--- src/hdl/frx_pkg.sv ---
// frx_pkg: shared types and constants of the framed packet receiver
// holds the frame request passed from the parser to the drain side
// no dependencies
`default_nettype none

package frx_pkg;

    // depth of the frame request queue between parser and drain
    localparam int QUEUE_DEPTH = 2;

    // packed output data width (fields plus zero fill to whole bytes)
    localparam int OUT_DATA_W = 48;

    // one finished frame, as decided at its checksum byte
    typedef struct packed {
        logic        frame_ok;
        logic [7:0]  seq_byte;
        logic [7:0]  length_byte;
        logic        has_payload;
        logic        bank;
        logic [15:0] err_count;
    } job_t;

    // payload bank handed back by the drain side
    typedef struct packed {
        logic valid;
        logic bank;
    } rel_t;

endpackage

`default_nettype wire

--- src/hdl/frx_ram.sv ---
// frx_ram: generic single write port, single read port memory
// registered read data that holds while no read is issued
// no dependencies
`default_nettype none

module frx_ram #(
    parameter int WIDTH = 8,
    parameter int DEPTH = 64
) (
    input  wire logic                     clk,
    input  wire logic                     wr_en,
    input  wire logic [$clog2(DEPTH)-1:0] wr_addr,
    input  wire logic [WIDTH-1:0]         wr_data,
    input  wire logic                     rd_en,
    input  wire logic [$clog2(DEPTH)-1:0] rd_addr,
    output logic      [WIDTH-1:0]         rd_data
);

    logic [WIDTH-1:0] mem_reg [DEPTH];

    // write port
    always_ff @(posedge clk)
    begin
        if (wr_en)
        begin
            mem_reg[wr_addr] <= wr_data;
        end
    end

    // registered read port
    always_ff @(posedge clk)
    begin
        if (rd_en)
        begin
            rd_data <= mem_reg[rd_addr];
        end
    end

endmodule

`default_nettype wire

--- src/hdl/frx_front.sv ---
// frx_front: byte parser of the framed packet receiver
// hunts for the start byte, sums the frame, stores payload, queues frame requests
// depends on frx_pkg
`default_nettype none

module frx_front #(
    parameter int PAYLOAD_SIZE = 32,
    parameter int IW = (PAYLOAD_SIZE > 1) ? $clog2(PAYLOAD_SIZE) : 1
) (
    input  wire logic           clk,
    input  wire logic           rst_n,
    input  wire logic           cfg_wr_en,
    input  wire logic [7:0]     cfg_wr_data,
    input  wire logic           in_valid,
    output logic                in_ready,
    input  wire logic [7:0]     in_byte,
    output logic                ram_wr_en,
    output logic [IW:0]         ram_wr_addr,
    output logic [7:0]          ram_wr_data,
    output logic                q_push,
    output frx_pkg::job_t       q_job,
    input  wire logic           q_full,
    input  wire frx_pkg::rel_t  rel
);

    localparam logic [2:0] PH_HUNT  = 3'd0;
    localparam logic [2:0] PH_SEQ   = 3'd1;
    localparam logic [2:0] PH_LEN   = 3'd2;
    localparam logic [2:0] PH_DATA  = 3'd3;
    localparam logic [2:0] PH_CHECK = 3'd4;

    logic [2:0]    phase_reg, phase_next;
    logic [IW-1:0] idx_reg, idx_next;
    logic [7:0]    sum_reg, sum_next;
    logic [7:0]    seq_reg, seq_next;
    logic [7:0]    len_reg, len_next;
    logic [15:0]   err_reg, err_next;
    logic [7:0]    start_reg;
    logic          bank_reg, bank_next;
    logic [1:0]    busy_reg, busy_next;
    logic          accept;
    logic          frame_ok;

    // start byte register
    always_ff @(posedge clk or negedge rst_n)
    begin
        if (!rst_n)
        begin
            start_reg <= 8'd2;
        end
        else if (cfg_wr_en)
        begin
            start_reg <= cfg_wr_data;
        end
    end

    // back pressure: payload needs a free bank, checksum needs queue room
    always_comb
    begin
        in_ready = 1'b1;
        if (phase_reg == PH_DATA)
        begin
            in_ready = !busy_reg[bank_reg];
        end
        else if (phase_reg == PH_CHECK)
        begin
            in_ready = !q_full;
        end
    end

    assign accept   = in_valid && in_ready;
    assign frame_ok = (in_byte == sum_reg);

    // payload write
    assign ram_wr_en   = accept && (phase_reg == PH_DATA);
    assign ram_wr_addr = {bank_reg, idx_reg};
    assign ram_wr_data = in_byte;

    // frame request at the checksum byte
    assign q_push            = accept && (phase_reg == PH_CHECK);
    assign q_job.frame_ok    = frame_ok;
    assign q_job.seq_byte    = seq_reg;
    assign q_job.length_byte = len_reg;
    assign q_job.has_payload = frame_ok && (len_reg != 8'd0);
    assign q_job.bank        = bank_reg;
    assign q_job.err_count   = err_next;

    // parser state machine
    always_comb
    begin
        phase_next = phase_reg;
        idx_next   = idx_reg;
        sum_next   = sum_reg;
        seq_next   = seq_reg;
        len_next   = len_reg;
        err_next   = err_reg;
        bank_next  = bank_reg;
        busy_next  = busy_reg;
        if (rel.valid)
        begin
            busy_next[rel.bank] = 1'b0;
        end
        if (phase_reg == PH_CHECK && !frame_ok)
        begin
            err_next = err_reg + 16'd1;
        end
        if (accept)
        begin
            unique case (phase_reg)
                PH_SEQ:
                begin
                    seq_next   = in_byte;
                    sum_next   = sum_reg + in_byte;
                    phase_next = PH_LEN;
                end
                PH_LEN:
                begin
                    len_next   = in_byte;
                    sum_next   = sum_reg + in_byte;
                    phase_next = (in_byte != 8'd0) ? PH_DATA : PH_CHECK;
                end
                PH_DATA:
                begin
                    sum_next = sum_reg + in_byte;
                    if (idx_reg == IW'(PAYLOAD_SIZE - 1))
                    begin
                        idx_next   = '0;
                        phase_next = PH_CHECK;
                    end
                    else
                    begin
                        idx_next = idx_reg + 1'b1;
                    end
                end
                PH_CHECK:
                begin
                    phase_next = PH_HUNT;
                    if (q_job.has_payload)
                    begin
                        busy_next[bank_reg] = 1'b1;
                        bank_next           = !bank_reg;
                    end
                end
                default:
                begin
                    phase_next = PH_HUNT;
                    if (in_byte == start_reg)
                    begin
                        idx_next   = '0;
                        sum_next   = in_byte;
                        phase_next = PH_SEQ;
                    end
                end
            endcase
        end
        else
        begin
            err_next = err_reg;
        end
    end

    always_ff @(posedge clk or negedge rst_n)
    begin
        if (!rst_n)
        begin
            phase_reg <= PH_HUNT;
            idx_reg   <= '0;
            sum_reg   <= '0;
            seq_reg   <= '0;
            len_reg   <= '0;
            err_reg   <= '0;
            bank_reg  <= 1'b0;
            busy_reg  <= '0;
        end
        else
        begin
            phase_reg <= phase_next;
            idx_reg   <= idx_next;
            sum_reg   <= sum_next;
            seq_reg   <= seq_next;
            len_reg   <= len_next;
            err_reg   <= err_next;
            bank_reg  <= bank_next;
            busy_reg  <= busy_next;
        end
    end

endmodule

`default_nettype wire

--- src/hdl/frx_queue.sv ---
// frx_queue: short fifo of frame requests between parser and drain
// depends on frx_pkg
`default_nettype none

module frx_queue (
    input  wire logic           clk,
    input  wire logic           rst_n,
    input  wire logic           push,
    input  wire frx_pkg::job_t  push_job,
    output logic                full,
    input  wire logic           pop,
    output logic                valid,
    output frx_pkg::job_t       head
);

    localparam int PW = (frx_pkg::QUEUE_DEPTH > 1) ? $clog2(frx_pkg::QUEUE_DEPTH) : 1;
    localparam int CW = $clog2(frx_pkg::QUEUE_DEPTH + 1);

    frx_pkg::job_t entry_reg [frx_pkg::QUEUE_DEPTH];
    logic [PW-1:0] wr_ptr_reg, rd_ptr_reg;
    logic [CW-1:0] cnt_reg;

    assign full  = (cnt_reg == CW'(frx_pkg::QUEUE_DEPTH));
    assign valid = (cnt_reg != '0);
    assign head  = entry_reg[rd_ptr_reg];

    // entry storage
    always_ff @(posedge clk)
    begin
        if (push)
        begin
            entry_reg[wr_ptr_reg] <= push_job;
        end
    end

    // pointers and fill count
    always_ff @(posedge clk or negedge rst_n)
    begin
        if (!rst_n)
        begin
            wr_ptr_reg <= '0;
            rd_ptr_reg <= '0;
            cnt_reg    <= '0;
        end
        else
        begin
            if (push)
            begin
                wr_ptr_reg <= (wr_ptr_reg == PW'(frx_pkg::QUEUE_DEPTH - 1)) ? '0
                                                                            : wr_ptr_reg + 1'b1;
            end
            if (pop)
            begin
                rd_ptr_reg <= (rd_ptr_reg == PW'(frx_pkg::QUEUE_DEPTH - 1)) ? '0
                                                                            : rd_ptr_reg + 1'b1;
            end
            if (push && !pop)
            begin
                cnt_reg <= cnt_reg + 1'b1;
            end
            else if (pop && !push)
            begin
                cnt_reg <= cnt_reg - 1'b1;
            end
        end
    end

endmodule

`default_nettype wire

--- src/hdl/frx_back.sv ---
// frx_back: drain side of the framed packet receiver
// turns frame requests into results, reading payload banks from the memory
// depends on frx_pkg
`default_nettype none

module frx_back #(
    parameter int PAYLOAD_SIZE = 32,
    parameter int IW = (PAYLOAD_SIZE > 1) ? $clog2(PAYLOAD_SIZE) : 1
) (
    input  wire logic                              clk,
    input  wire logic                              rst_n,
    input  wire logic                              q_valid,
    input  wire frx_pkg::job_t                     q_job,
    output logic                                   q_pop,
    output logic                                   ram_rd_en,
    output logic [IW:0]                            ram_rd_addr,
    input  wire logic [7:0]                        ram_rd_data,
    output frx_pkg::rel_t                          rel,
    output logic                                   out_valid,
    input  wire logic                              out_ready,
    output logic [frx_pkg::OUT_DATA_W-1:0]         out_data,
    output logic                                   out_has_payload,
    output logic                                   out_last
);

    localparam int CW = $clog2(PAYLOAD_SIZE + 1);

    frx_pkg::job_t hdr_reg;
    logic          active_reg;
    logic          rd_pend_reg;
    logic [CW-1:0] rd_cnt_reg;
    logic [CW-1:0] ld_cnt_reg;
    logic          out_valid_reg;
    logic [frx_pkg::OUT_DATA_W-1:0] out_data_reg;
    logic          out_has_reg;
    logic          out_last_reg;
    logic          out_free;
    logic          load;
    logic          load_last;
    logic          status_pop;

    assign out_free   = !out_valid_reg || out_ready;
    assign load       = rd_pend_reg && out_free;
    assign load_last  = load && (ld_cnt_reg == CW'(PAYLOAD_SIZE - 1));
    assign ram_rd_en  = active_reg && (rd_cnt_reg != CW'(PAYLOAD_SIZE))
                        && (!rd_pend_reg || load);
    assign ram_rd_addr = {hdr_reg.bank, rd_cnt_reg[IW-1:0]};
    assign q_pop      = q_valid && !active_reg && (q_job.has_payload || out_free);
    assign status_pop = q_pop && !q_job.has_payload;

    assign rel.valid = load_last;
    assign rel.bank  = hdr_reg.bank;

    assign out_valid       = out_valid_reg;
    assign out_data        = out_data_reg;
    assign out_has_payload = out_has_reg;
    assign out_last        = out_last_reg;

    // header of the frame being drained
    always_ff @(posedge clk)
    begin
        if (q_pop && q_job.has_payload)
        begin
            hdr_reg <= q_job;
        end
    end

    // read sequencing over one payload bank
    always_ff @(posedge clk or negedge rst_n)
    begin
        if (!rst_n)
        begin
            active_reg  <= 1'b0;
            rd_pend_reg <= 1'b0;
            rd_cnt_reg  <= '0;
            ld_cnt_reg  <= '0;
        end
        else
        begin
            if (q_pop && q_job.has_payload)
            begin
                active_reg <= 1'b1;
                rd_cnt_reg <= '0;
                ld_cnt_reg <= '0;
            end
            else
            begin
                if (ram_rd_en)
                begin
                    rd_cnt_reg <= rd_cnt_reg + 1'b1;
                end
                if (load)
                begin
                    ld_cnt_reg <= ld_cnt_reg + 1'b1;
                end
                if (load_last)
                begin
                    active_reg <= 1'b0;
                end
            end
            if (ram_rd_en)
            begin
                rd_pend_reg <= 1'b1;
            end
            else if (load)
            begin
                rd_pend_reg <= 1'b0;
            end
        end
    end

    // output register valid
    always_ff @(posedge clk or negedge rst_n)
    begin
        if (!rst_n)
        begin
            out_valid_reg <= 1'b0;
        end
        else if (load || status_pop)
        begin
            out_valid_reg <= 1'b1;
        end
        else if (out_ready)
        begin
            out_valid_reg <= 1'b0;
        end
    end

    // output register payload: tdata = ok, seq, length, payload, count, fill
    always_ff @(posedge clk)
    begin
        if (load)
        begin
            out_data_reg <= {7'd0, hdr_reg.err_count, ram_rd_data, hdr_reg.length_byte,
                             hdr_reg.seq_byte, 1'b1};
            out_has_reg  <= 1'b1;
            out_last_reg <= load_last;
        end
        else if (status_pop)
        begin
            out_data_reg <= {7'd0, q_job.err_count, 8'd0, q_job.length_byte,
                             q_job.seq_byte, q_job.frame_ok};
            out_has_reg  <= 1'b0;
            out_last_reg <= 1'b1;
        end
    end

endmodule

`default_nettype wire

--- src/hdl/framed_packet_receiver.sv ---
// framed_packet_receiver: byte-serial frame receiver (start, seq, length, payload, checksum)
// top level: parser, request queue, payload memory and drain side
// depends on frx_pkg, frx_ram, frx_front, frx_queue, frx_back
//
//  channel   direction  moves                      handshake
//  s_axis    in         one received byte          tvalid/tready
//  m_axis    out        one result                 tvalid/tready, tlast
//  cfg       in         start byte register        cfg_wr_en, no wait
//
// the parser accepts input bytes whenever it is not stalled; a good frame with payload
// drains PAYLOAD_SIZE results at one per cycle when m_axis is ready, from a two-bank
// payload memory while the parser goes on with the next frame. the parser stalls only
// when both banks hold undrained payload or the request queue is full.
// reset clears parser, queue and drain control; payload memory needs no clearing
// and is not cleared. result stalls on m_axis back up through the queue.
`default_nettype none

module framed_packet_receiver #(
    parameter int PAYLOAD_SIZE = 32
) (
    input  wire logic        clk,
    input  wire logic        rst_n,
    input  wire logic        cfg_wr_en,
    input  wire logic [7:0]  cfg_wr_data,   // start_byte
    input  wire logic        s_axis_tvalid,
    output logic             s_axis_tready,
    input  wire logic [7:0]  s_axis_tdata,  // [7:0] in_byte
    output logic             m_axis_tvalid,
    input  wire logic        m_axis_tready,
    // [0] frame_ok, [8:1] seq_byte, [16:9] length_byte, [24:17] payload_byte,
    // [40:25] bad_checksum_count, [47:41] zero
    output logic [47:0]      m_axis_tdata,
    output logic             m_axis_tuser,  // [0] has_payload
    output logic             m_axis_tlast
);

    localparam int IW = (PAYLOAD_SIZE > 1) ? $clog2(PAYLOAD_SIZE) : 1;

    logic           ram_wr_en;
    logic [IW:0]    ram_wr_addr;
    logic [7:0]     ram_wr_data;
    logic           ram_rd_en;
    logic [IW:0]    ram_rd_addr;
    logic [7:0]     ram_rd_data;
    logic           q_push;
    logic           q_full;
    logic           q_pop;
    logic           q_valid;
    frx_pkg::job_t  push_job;
    frx_pkg::job_t  head_job;
    frx_pkg::rel_t  rel;

    // parser
    frx_front #(
        .PAYLOAD_SIZE (PAYLOAD_SIZE),
        .IW           (IW)
    ) u_front (
        .clk         (clk),
        .rst_n       (rst_n),
        .cfg_wr_en   (cfg_wr_en),
        .cfg_wr_data (cfg_wr_data),
        .in_valid    (s_axis_tvalid),
        .in_ready    (s_axis_tready),
        .in_byte     (s_axis_tdata),
        .ram_wr_en   (ram_wr_en),
        .ram_wr_addr (ram_wr_addr),
        .ram_wr_data (ram_wr_data),
        .q_push      (q_push),
        .q_job       (push_job),
        .q_full      (q_full),
        .rel         (rel)
    );

    // two payload banks
    frx_ram #(
        .WIDTH (8),
        .DEPTH (2 ** (IW + 1))
    ) u_ram (
        .clk     (clk),
        .wr_en   (ram_wr_en),
        .wr_addr (ram_wr_addr),
        .wr_data (ram_wr_data),
        .rd_en   (ram_rd_en),
        .rd_addr (ram_rd_addr),
        .rd_data (ram_rd_data)
    );

    // frame request queue
    frx_queue u_queue (
        .clk      (clk),
        .rst_n    (rst_n),
        .push     (q_push),
        .push_job (push_job),
        .full     (q_full),
        .pop      (q_pop),
        .valid    (q_valid),
        .head     (head_job)
    );

    // drain side
    frx_back #(
        .PAYLOAD_SIZE (PAYLOAD_SIZE),
        .IW           (IW)
    ) u_back (
        .clk             (clk),
        .rst_n           (rst_n),
        .q_valid         (q_valid),
        .q_job           (head_job),
        .q_pop           (q_pop),
        .ram_rd_en       (ram_rd_en),
        .ram_rd_addr     (ram_rd_addr),
        .ram_rd_data     (ram_rd_data),
        .rel             (rel),
        .out_valid       (m_axis_tvalid),
        .out_ready       (m_axis_tready),
        .out_data        (m_axis_tdata),
        .out_has_payload (m_axis_tuser),
        .out_last        (m_axis_tlast)
    );

endmodule

`default_nettype wire
--- config.mk ---
export PLATFORM = sky130hd
export DESIGN_NAME = framed_packet_receiver
export DESIGN_NICKNAME = d
export VERILOG_FILES = /design/src/hdl/frx_pkg.sv /design/src/hdl/frx_ram.sv /design/src/hdl/frx_front.sv /design/src/hdl/frx_queue.sv /design/src/hdl/frx_back.sv /design/src/hdl/framed_packet_receiver.sv
export SDC_FILE = /design/constraint.sdc
export NUM_CORES = 1
export LEC_CHECK = 0
export BUFFER_PORTS_ARGS = -buffer_cell sky130_fd_sc_hd__buf_2
export CAP_MARGIN = 30
export CORE_UTILIZATION = 58
export CTS_BUF_LIST = sky130_fd_sc_hd__clkbuf_4 sky130_fd_sc_hd__clkbuf_8
export CTS_CLUSTER_DIAMETER = 120
export DETAILED_ROUTE_END_ITERATION = 10
export PLACE_DENSITY = 0.81
export SKIP_LAST_GASP = 1
export SLEW_MARGIN = 10
export SYNTH_ARGS = -nofsm -noshare
export SYNTH_HDL_FRONTEND = slang
export SYNTH_SLANG_ARGS = --single-unit
--- constraint.sdc ---
create_clock -name clk -period 2.59 [get_ports clk]
set_input_delay 0.518 -clock clk [delete_from_list [all_inputs] [get_ports clk]]
set_output_delay 0.518 -clock clk [all_outputs]
set_load 0.05 [all_outputs]
## Word-level counts from Yosys, hierarchy flattened

Memories as Yosys holds them, arrays and structs flattened. A register that Yosys moved wholly into a read port is not among the register bits.
Index checks and enable logic that the tools add are counted.

- Register bits: 154
- Bits in latches: 0
- Bits in writable memories: 582
- ROM bits: 0
- Bits of input ports: 21
- Memories: 2

- Add/subtract/negate cells: 9
- Multiply operators: 0
- Div/mod/pow operators: 0
- Order comparisons: 4
- Equal/unequal tests: 11
- Shift-type cells: 0
- Multiplexer cells: 45
- Bitwise operators: 5
- Reductions and logical operators: 51

Memories:

| memory | words | width | rd ports | clocked after Yosys merged registers in | wr ports | line | RTL |
|---|---|---|---|---|---|---|---|
| u_ram.mem_reg | 64 | 8 | 1 | 1 | 1 | frx_ram.sv:19 | `logic [WIDTH-1:0] mem_reg [DEPTH];` |
| u_queue.entry_reg | 2 | 35 | 1 | 0 | 1 | frx_queue.sv:19 | `frx_pkg::job_t entry_reg [frx_pkg::QUEUE_DEPTH];` |

Operators with widths:

| kind | count |
|---|---|
| 41-bit 2-to-1 mux | 2 |
| 16-bit 2-to-1 mux | 2 |
| 6-bit 2-to-1 mux | 4 |
| 1-bit 2-to-1 mux | 21 |
| 2-bit nonzero test | 10 |
| 1-bit logical AND | 17 |
| 16-bit by 1-bit adder with 16-bit output, second input constant | 1 |
| 8-bit equality test | 2 |
| 8-bit case mux with 2 select lines | 1 |
| 8-bit nonzero test | 2 |
| 6-bit by 1-bit adder with 6-bit output, second input constant | 2 |
| 2-bit 2-to-1 mux | 6 |
| 3-bit case mux with 4 select lines | 1 |
| 1-bit zero test | 10 |
| 5-bit 2-to-1 mux | 2 |
| 5-bit case mux with 2 select lines | 1 |
| 3-bit AND reduction | 3 |
| 8-bit adder | 1 |
| 8-bit 2-to-1 mux | 1 |
| 3-bit by 2-bit equality test with 1-bit output, second input constant | 2 |
| 6-bit by 5-bit equality test with 1-bit output, second input constant | 1 |
| 3-bit 2-to-1 mux | 2 |
| 6-bit inequality test, second input constant | 1 |
| 2-bit AND reduction | 3 |
| other kinds (18) | 27 |

## Longest topological paths before layout

Gate-level depths: netlist (run 1).

- Word-level depth: 11
- Gate-level depth with buffers: 11
- Depth with buffers taken out: 9

## Cells and area by module

From an unflattened synthesis (run 1), not the netlist that was laid out.

- Cell total of the unflattened synthesis: 1599
- Area total of the unflattened synthesis: 30051.3 sq um

Modules (own cells, without submodules):

| module | times used | cells each | area an instance (sq um) |
|---|---|---|---|
| frx_ram | 1 | 940 | 20246.9 |
| frx_back | 1 | 229 | 3644.7 |
| frx_front | 1 | 305 | 3294.4 |
| frx_queue | 1 | 125 | 2865.2 |

## Least setup slack after synthesis (run 1)

No wires, ideal clock.

- Kind: register -> register
- Start point: reg u_front.phase_reg[0]
- End point: mem u_queue.entry_reg[0][0] (netlist name), enable pin
- Arrival: 2.389 ns
- Required time: 2.163 ns
- Slack: -0.226 ns
- Stages on the path, launching flop included: 4
- Path buffers: 0
- Cells stage by stage: dfrtp_1 nor3b_1 nand3_1 nor2_1

- Cells in the longest elaborated chain, start to end: 7

Ends and longest elaborated chain:

| item | line | RTL |
|---|---|---|
| from (decl) | frx_front.sv:32 | `logic [2:0] phase_reg, phase_next;` |
| from (signal assigned) | frx_front.sv:177 | `phase_reg <= phase_next;` |
| 3-bit equality test | frx_front.sv:65, frx_front.sv:80 |  |
| 1-bit 2-to-1 mux | frx_front.sv:65 | `else if (phase_reg == PH_CHECK)` |
| 1-bit 2-to-1 mux | frx_front.sv:61 | `if (phase_reg == PH_DATA)` |
| 1-bit logical AND | frx_front.sv:71 | `assign accept = in_valid && in_ready;` |
| 1-bit logical AND * | frx_front.sv:80 | `assign q_push = accept && (phase_reg == PH_CHECK);` |
| 1-bit 2-to-1 mux * | frx_queue.sv:30 | `if (push)` |
| 1-bit 2-to-1 mux (not written as such) * | frx_queue.sv:32 | `entry_reg[wr_ptr_reg] <= push_job;` |
| to (decl) | frx_queue.sv:19 |  |

Mark *: on every way between the ends. The rest lies on a longest branch, timed or not.

## Worst setup path in the final report (run 1)

- Start point: reg u_back.rd_cnt_reg[0]
- End point: reg u_ram.rd_data[6] (read register of u_ram.mem_reg) (data pin)

- Cells in the longest elaborated chain, start to end: 3

Ends and longest elaborated chain:

| item | line | RTL |
|---|---|---|
| from (decl) | frx_back.sv:31 | `logic [CW-1:0] rd_cnt_reg;` |
| from (signal assigned) | frx_back.sv:90 | `rd_cnt_reg <= rd_cnt_reg + 1'b1;` |
| 6-bit inequality test | frx_back.sv:45 | `assign ram_rd_en = active_reg && (rd_cnt_reg != CW'(PAYLOAD_SIZE))` |
| 1-bit logical AND | frx_back.sv:45 |  |
| 1-bit logical AND | frx_back.sv:46 | `&& (!rd_pend_reg \|\| load);` |
| to (decl) | frx_ram.sv:16 | `output logic [WIDTH-1:0] rd_data` |

Several ways; a longest one is shown, not always the timed one.
A chain may end at the register's enable or synchronous reset.

==> results of run 1 <==
## logic make-up (layout without fill, tap and decap cells)
| logic type | count (synthesis) | after routing | share of synthesized area |
|---|---|---|---|
| AOI/OAI and AO/OA | 115 | 115 | 0.0240 |
| xor gates and xnor gates | 40 | 40 | 0.0119 |
| adders and majority gates | 15 | 15 | 0.00664 |
| muxes | 229 | 229 | 0.146 |
| DFF | 744 | 744 | 0.746 |
| buffers and inverters | 94 | 451 | 0.0155 |
| and+or+nand+nor | 313 | 313 | 0.0493 |
| other | 1 | 8 | 0.000128 |
## worst max-delay path: stages (launching register included)
cell     delay (ps)
dfrtp_4         500
buf_6           150
buf_12          140
buf_4           140
mux4_2          590
mux4_2          540
a221o_1         340
## worst max path at each step
stage / to / slack (ps) / cells after the start
6_report: u_ram.rd_data[6] / -80 / 6
3_5_place_dp: u_ram.rd_data[5] / -20 / 5
4_1_cts: u_ram.rd_data[2] / -20 / 7
2_1_floorplan: u_back.hdr_reg[0] / 50 / 4
3_3_place_gp: u_ram.rd_data[5] / -20 / 5
5_1_grt: u_ram.rd_data[6] / -100 / 5
## placed cells by master, fill, tap and decap left out, drive strengths merged, types with 3 or more instances in the layout
cell | Yosys | routed
buf | 46 | 237
nor3b | 4 | 4
mux2 | 65 | 65
a21o | 5 | 5
nand3 | 12 | 12
nor3 | 8 | 8
or3 | 6 | 6
bufinv | 0 | 4
xnor2 | 16 | 16
clkinv | 0 | 32
or3b | 4 | 4
mux2i | 10 | 10
inv | 15 | 18
nor4 | 8 | 8
nor2 | 95 | 95
nand4 | 8 | 8
nor2b | 15 | 15
o21ai | 61 | 61
nand2 | 116 | 116
conb | 1 | 7
and2 | 3 | 3
a211oi | 8 | 8
mux4 | 154 | 154
xor2 | 24 | 24
clkbuf | 33 | 153
nand3b | 4 | 4
edfxtp | 664 | 664
clkinvlp | 0 | 5
and3 | 16 | 16
dfrtp | 77 | 77
a21oi | 12 | 12
a221o | 4 | 4
a22oi | 6 | 6
nand2b | 6 | 6
ha | 14 | 14
## area by class of cell
cell class | count | area (µm²)
Sequential cell | 744 | 21900
Fill cell | 3039 | 15900
Multi-Input combinational cell | 719 | 7100
Timing Repair Buffer | 242 | 2020
Clock buffer | 150 | 1830
Tap cell | 672 | 841
Clock inverter | 44 | 339
Inverter | 15 | 56.3
Antenna cell | 1 | 2.50
## power breakdown
| group | internal (mW) | switching [mW] | total [mW] | leakage, nW |
|---|---|---|---|---|
| sequential | 14.4 | 0.700 | 15.1 | 7.08 |
| combinational | 5.06 | 6.22 | 11.3 | 3.74 |
| clock | 4.99 | 4.40 | 9.39 | 1.14 |
## timing repair
action                                  in CTS  in global routing
hold buffers                                 2                  0
pin swaps                                    1                  4
resized for setup                           13                 22
setup buffers                                2                  8
endpoints found under the hold margin       42                  0
cloned                                       2                  3
endpoints found under the setup margin       7                  9
## layer usage
metal,global-route usage,up-vias,part of all wire
met5,0,-,0.00040
met4,0.0935,4,0.031
met3,0.0554,143,0.087
met2,0.425,811,0.50
met1,0.339,8077,0.38
li1,-,6715,-
## stage by stage
step	instance area, µm²	worst slack (ps)
finish	34100	-81.3
global route	34100	-96.2
CTS	33900	-19.9
detailed placement	31600	-23.1
global placement	31600	-16.8
floorplan	29400	45.6
==> flow_metrics.py, run 1 <==
metrics = {
    "run": {
        "cap_violations": 0,
    },
    "cells_and_area": {
        "areaGrowthSynthToFinish_pct": 16.1,
        "final_cell_count_no_fill": 2587,
        "drive_above_1_share": 0.348,
        "fin_nets": 1866,
        "largest_register_ffs": 512,
        "utilization": 0.682,
    },
    "clock_network": {
        "clk-insertion-delay-late_ps": 740,
        "cts_inserted_buffers": 108,
        "cts_tree": "done",
        "root_buffer": "clkbuf_8",
        "clockBufferDepth": 3,
        "cts_max_level": 3,
        "clock_sinks": 744,
        "clk_pin_slew_worst_paths_ps": 70,
    },
    "timing": {
        "finalSetupTns_ps": -81.3,
        "fmax_mhz": 374,
        "hold_violations": 0,
        "worst_pin_slew_ps": 823,
        "setup_viol": 1,
        "finalCriticalPeriod_ps": 2670,
        "clock_skew_ps": 50.7,
        "rsz0062_at_grt": "yes",
        "fin_ws_ps": -81.3,
        "drv_slew": 0,
        "whs_ps": 51.4,
        "post-route-period-util": 1.03,
        "slew-limit-headroom": 0.448,
    },
    "synth": {
        "synth_top_area_frac": 0.678,
        "ys_types": 60,
        "synth-seq-cells": 744,
        "synthFlopType": "edfxtp_1",
        "synth_commonest_cells": "664 x edfxtp_1, 154 x mux4_2, 116 x nand2_1",
        "yosysSeqAreaShare": 0.746,
        "synth_most_common_cell": "edfxtp_1",
        "async_flop_share": 0.105,
        "synth-edff-count": 664,
        "synth_area_per_cell_um2": 19.0,
        "synthTopCellsByArea": "edfxtp_1 68%, mux4_2 12%, dfrtp_1 6.6%",
        "yosysWarnings": 0,
        "netlist_area_um2": 29400,
        "yosys.area.top_type": "edfxtp_1",
        "synthCells": 1551,
    },
    "detailed_routing": {
        "first_pass_iters": 5,
        "wl_per_cell_um": 25.2,
        "via_count": 15800,
        "remaining_drc_errors": 0,
        "dr.first_iter.drc_count": 1857,
        "via_per_inst": 6.09,
        "routed_wl_um": 65100,
        "antenna_left": 0,
    },
    "pwr": {
        "p_total_mw": 35.7,
        "power_density_nw_per_um2": 1050,
        "leakagePower_nw": 12.0,
        "irDropWorstVdd_v": 0.000475,
    },
    "placement": {
        "hpwlAfterDp_um": 41000,
        "place.gp.congestion": 0.911,
        "io_buffers": 65,
        "dpl.cell_count": 2376,
    },
    "floorplan": {
        "initial_utilization": 0.587,
        "ios": 73,
        "die_h_um": 227,
        "dieArea_um2": 51600,
        "core-area_um2": 50100,
        "rows": 82,
        "fp.dieW_um": 227,
    },
    "grt": {
        "grt_util_all_layers": 0.257,
        "grt_pass1_vias": 15800,
        "antenna_found_initial": 5,
        "overflow": 0,
        "grt_max_degree": 64,
        "grt_pass1_wl_um": 95900,
    },
    "min_path": {
        "hold_path_depth": 2,
        "min_path_type": "input port to flip-flop",
        "worst_hold_path.endpoint": "u_front.start_reg[2]",
        "holdCritStartpoint": "cfg_wr_data[2]",
    },
    "worst_setup_path": {
        "crit_start": "u_back.rd_cnt_reg[0]",
        "reg2reg_slack_ps": -80,
        "endpoint_kind": "flip-flop",
        "crit_required_ps": 3060,
        "rr_startpoint": "u_back.rd_cnt_reg[0]",
        "crit_arrival_ps": 3140,
        "r2r_cells": 6,
        "worstPathMaxFanout": 7,
        "r2r-end": "u_ram.rd_data[6]",
        "critPathKind": "flip-flop to flip-flop",
        "cp-start-kind": "flip-flop",
    },
    "status": {
        "status": "finished, violations left",
        "violations": "negative setup slack",
    },
}
(Power assumes the default switching activity.)
==> inputs of run 2 (changes only) <==
TNS_END_PERCENT = 20   (was unset)
==> flow_metrics.py, run 2 (same netlist as run 1, synthesis figures left out) <==
metrics = {
    "detailed_routing": {
        "via_count": 15800,
        "via_per_inst": 6.07,
        "wl_per_cell_um": 25.3,
        "antenna_left": 0,
        "dr.first_iter.drc_count": 1681,
        "first_pass_iters": 7,
        "remaining_drc_errors": 0,
        "routed_wl_um": 65900,
    },
    "cells_and_area": {
        "multiInputGateArea_um2": 7050,
        "final_cell_count_no_fill": 2607,
        "largest_register_ffs": 512,
        "layout_commonest_cell": "edfxtp_1",
        "seqCellArea_um2": 21900,
        "areaGrowthSynthToFinish_pct": 16.5,
        "n_fill_cell": 2999,
        "mostFrequentLayoutCells": "664 x edfxtp_1, 157 x buf_4, 154 x mux4_2, 124 x clkbuf_8, 116 x nand2_1",
        "drive_above_1_share": 0.344,
        "fin_nets": 1874,
        "final_cell_area_um2": 34200,
    },
    "grt": {
        "grt_max_degree": 66,
        "grt_pass1_wl_um": 99500,
        "grt_pass1_vias": 16300,
        "overflow": 0,
        "antenna_found_initial": 0,
        "grt_util_all_layers": 0.267,
    },
    "floorplan": {
        "core-area_um2": 50100,
        "rows": 82,
        "initial_utilization": 0.587,
        "fp.dieW_um": 227,
        "die_h_um": 227,
        "ios": 73,
        "dieArea_um2": 51600,
    },
    "timing": {
        "slew-limit-headroom": 0.503,
        "fin_ws_ps": -32.1,
        "worst_pin_slew_ps": 743,
        "finalCriticalPeriod_ps": 2620,
        "hold_violations": 0,
        "rsz0062_at_grt": "yes",
        "clock_skew_ps": 34.7,
        "fmax_mhz": 381,
        "drv_slew": 0,
        "setup_viol": 1,
        "post-route-period-util": 1.01,
    },
    "worst_setup_path": {
        "crit_path_frequent_cell": "mux4_2",
        "crit_arrival_ps": 3050,
        "crit_required_ps": 3020,
        "cpLargestDelayFamily": "multiplexers",
        "path_cells": "buf_4 -> buf_12 -> mux4_2 -> mux4_2 -> mux2i_2 -> a21oi_1",
        "critPathKind": "flip-flop to flip-flop",
        "cp-start-kind": "flip-flop",
        "slowest_stage": "mux4_2",
        "worstPathMaxFanout": 18,
        "max_stage_delay_ps": 540,
        "endpoint_kind": "flip-flop",
        "critPathBufInv": 2,
    },
    "min_path": {
        "min_path_type": "input port to flip-flop",
    },
    "status": {
        "status": "finished, violations left",
        "violations": "negative setup slack",
    },
    "run": {
        "cap_violations": 0,
    },
    "clock_network": {
        "root_buffer": "clkbuf_8",
        "clk-insertion-delay-late_ps": 730,
        "clk_pin_slew_worst_paths_ps": 60,
        "post-cts-setup-buffers": 0,
        "clock_sinks": 744,
        "cts_inserted_buffers": 112,
        "clockBufferDepth": 3,
        "cts_max_level": 3,
        "cts_tree": "done",
    },
    "pwr": {
        "irDropWorstVdd_v": 0.000595,
        "power_density_nw_per_um2": 1050,
        "p_total_mw": 35.9,
        "leakagePower_nw": 12.0,
    },
    "placement": {
        "pre_cts_ws_ps": -65.6,
        "place.gp.congestion": 0.912,
        "placed_cell_area_um2": 31800,
        "hpwlAfterDp_um": 42900,
        "dpl.cell_count": 2390,
        "io_buffers": 65,
    },
}
==> run 2: changes by cell type in the layout (fill, tap and decap cells not counted), moves of 3 or more <==
cell           before  now
buf_16              4    0
buf_4             144  157
clkbuf_8          113  124
dlygate4sd3_1       2    6
a22oi_2             5    0
clkinv_2           14   22
a22oi_1             1    6
clkbuf_4           37   25
clkbuf_16           3    0
buf_6              11    0
clkinv_1           17   22
bufinv_16           4    7
buf_12             14   20
==> run 2: timing repair <==
item,4_1_cts,5_1_grt
hold endpoints to repair,45,0
resized for setup,2,1
hold buffers,6,0
endpoints found under the setup margin,3,6
pin swaps,0,0
gates cloned,0,0
==> run 2: report_power, final <==
group	internal, mW	switching, mW	leakage, nW
registers	14.4	0.734	7.09
clock network	5.51	4.59	1.25
logic	4.71	6.05	3.70
total	24.6	11.4	12.0
==> run 2: cell type report <==
| cell class | instances | area share |
|---|---|---|
| Clock buffer | 149 | 0.0553 |
| Multi-Input combinational cell | 719 | 0.206 |
| Timing Repair Buffer | 246 | 0.0571 |
| Inverter | 15 | 0.00164 |
| Sequential cell | 744 | 0.641 |
| Clock inverter | 61 | 0.0148 |
| Antenna cell | 1 | 0.0000731 |
| Tap cell | 672 | 0.0246 |
==> run 2: through the flow <==
| stage | TNS [ps] | utilization | hold slack (ps) |
|---|---|---|---|
| finish | -32.1 | 0.684 | 49.9 |
| global route | -179 | 0.684 | 27.1 |
| CTS | -21.1 | 0.684 | 0.336 |
| detailed placement | -412 | 0.635 | 459 |
| global placement | 0 | 0.635 | 434 |
| floorplan | -5670 | - | 222 |
==> run 2: per-layer routing <==
| metal | up-vias | track usage | share of wire |
|---|---|---|---|
| met4 | 0 | 0.128 | 0.041 |
| met2 | 718 | 0.429 | 0.50 |
| met5 | - | 0 | 0 |
| met1 | 8235 | 0.351 | 0.38 |
| li1 | 6733 | - | - |
| met3 | 132 | 0.0549 | 0.078 |
==> run 2: final timing paths <==
kind | slack [ps] | cells after the start | end | start
max in group asynchronous | 1460 | 3 | u_front.start_reg[1] | rst_n
worst max-delay path | -30 | 6 | u_ram.rd_data[4] | u_back.rd_cnt_reg[0]
worst max register to register | -30 | 6 | u_ram.rd_data[4] | u_back.rd_cnt_reg[0]
worst min-delay path | 50 | 2 | u_front.start_reg[7] | cfg_wr_data[7]
worst min register to register | 460 | 0 | u_queue.entry_reg[0][30] | u_front.seq_reg[4]
min in group asynchronous | 330 | 2 | u_front.err_reg[3] | rst_n
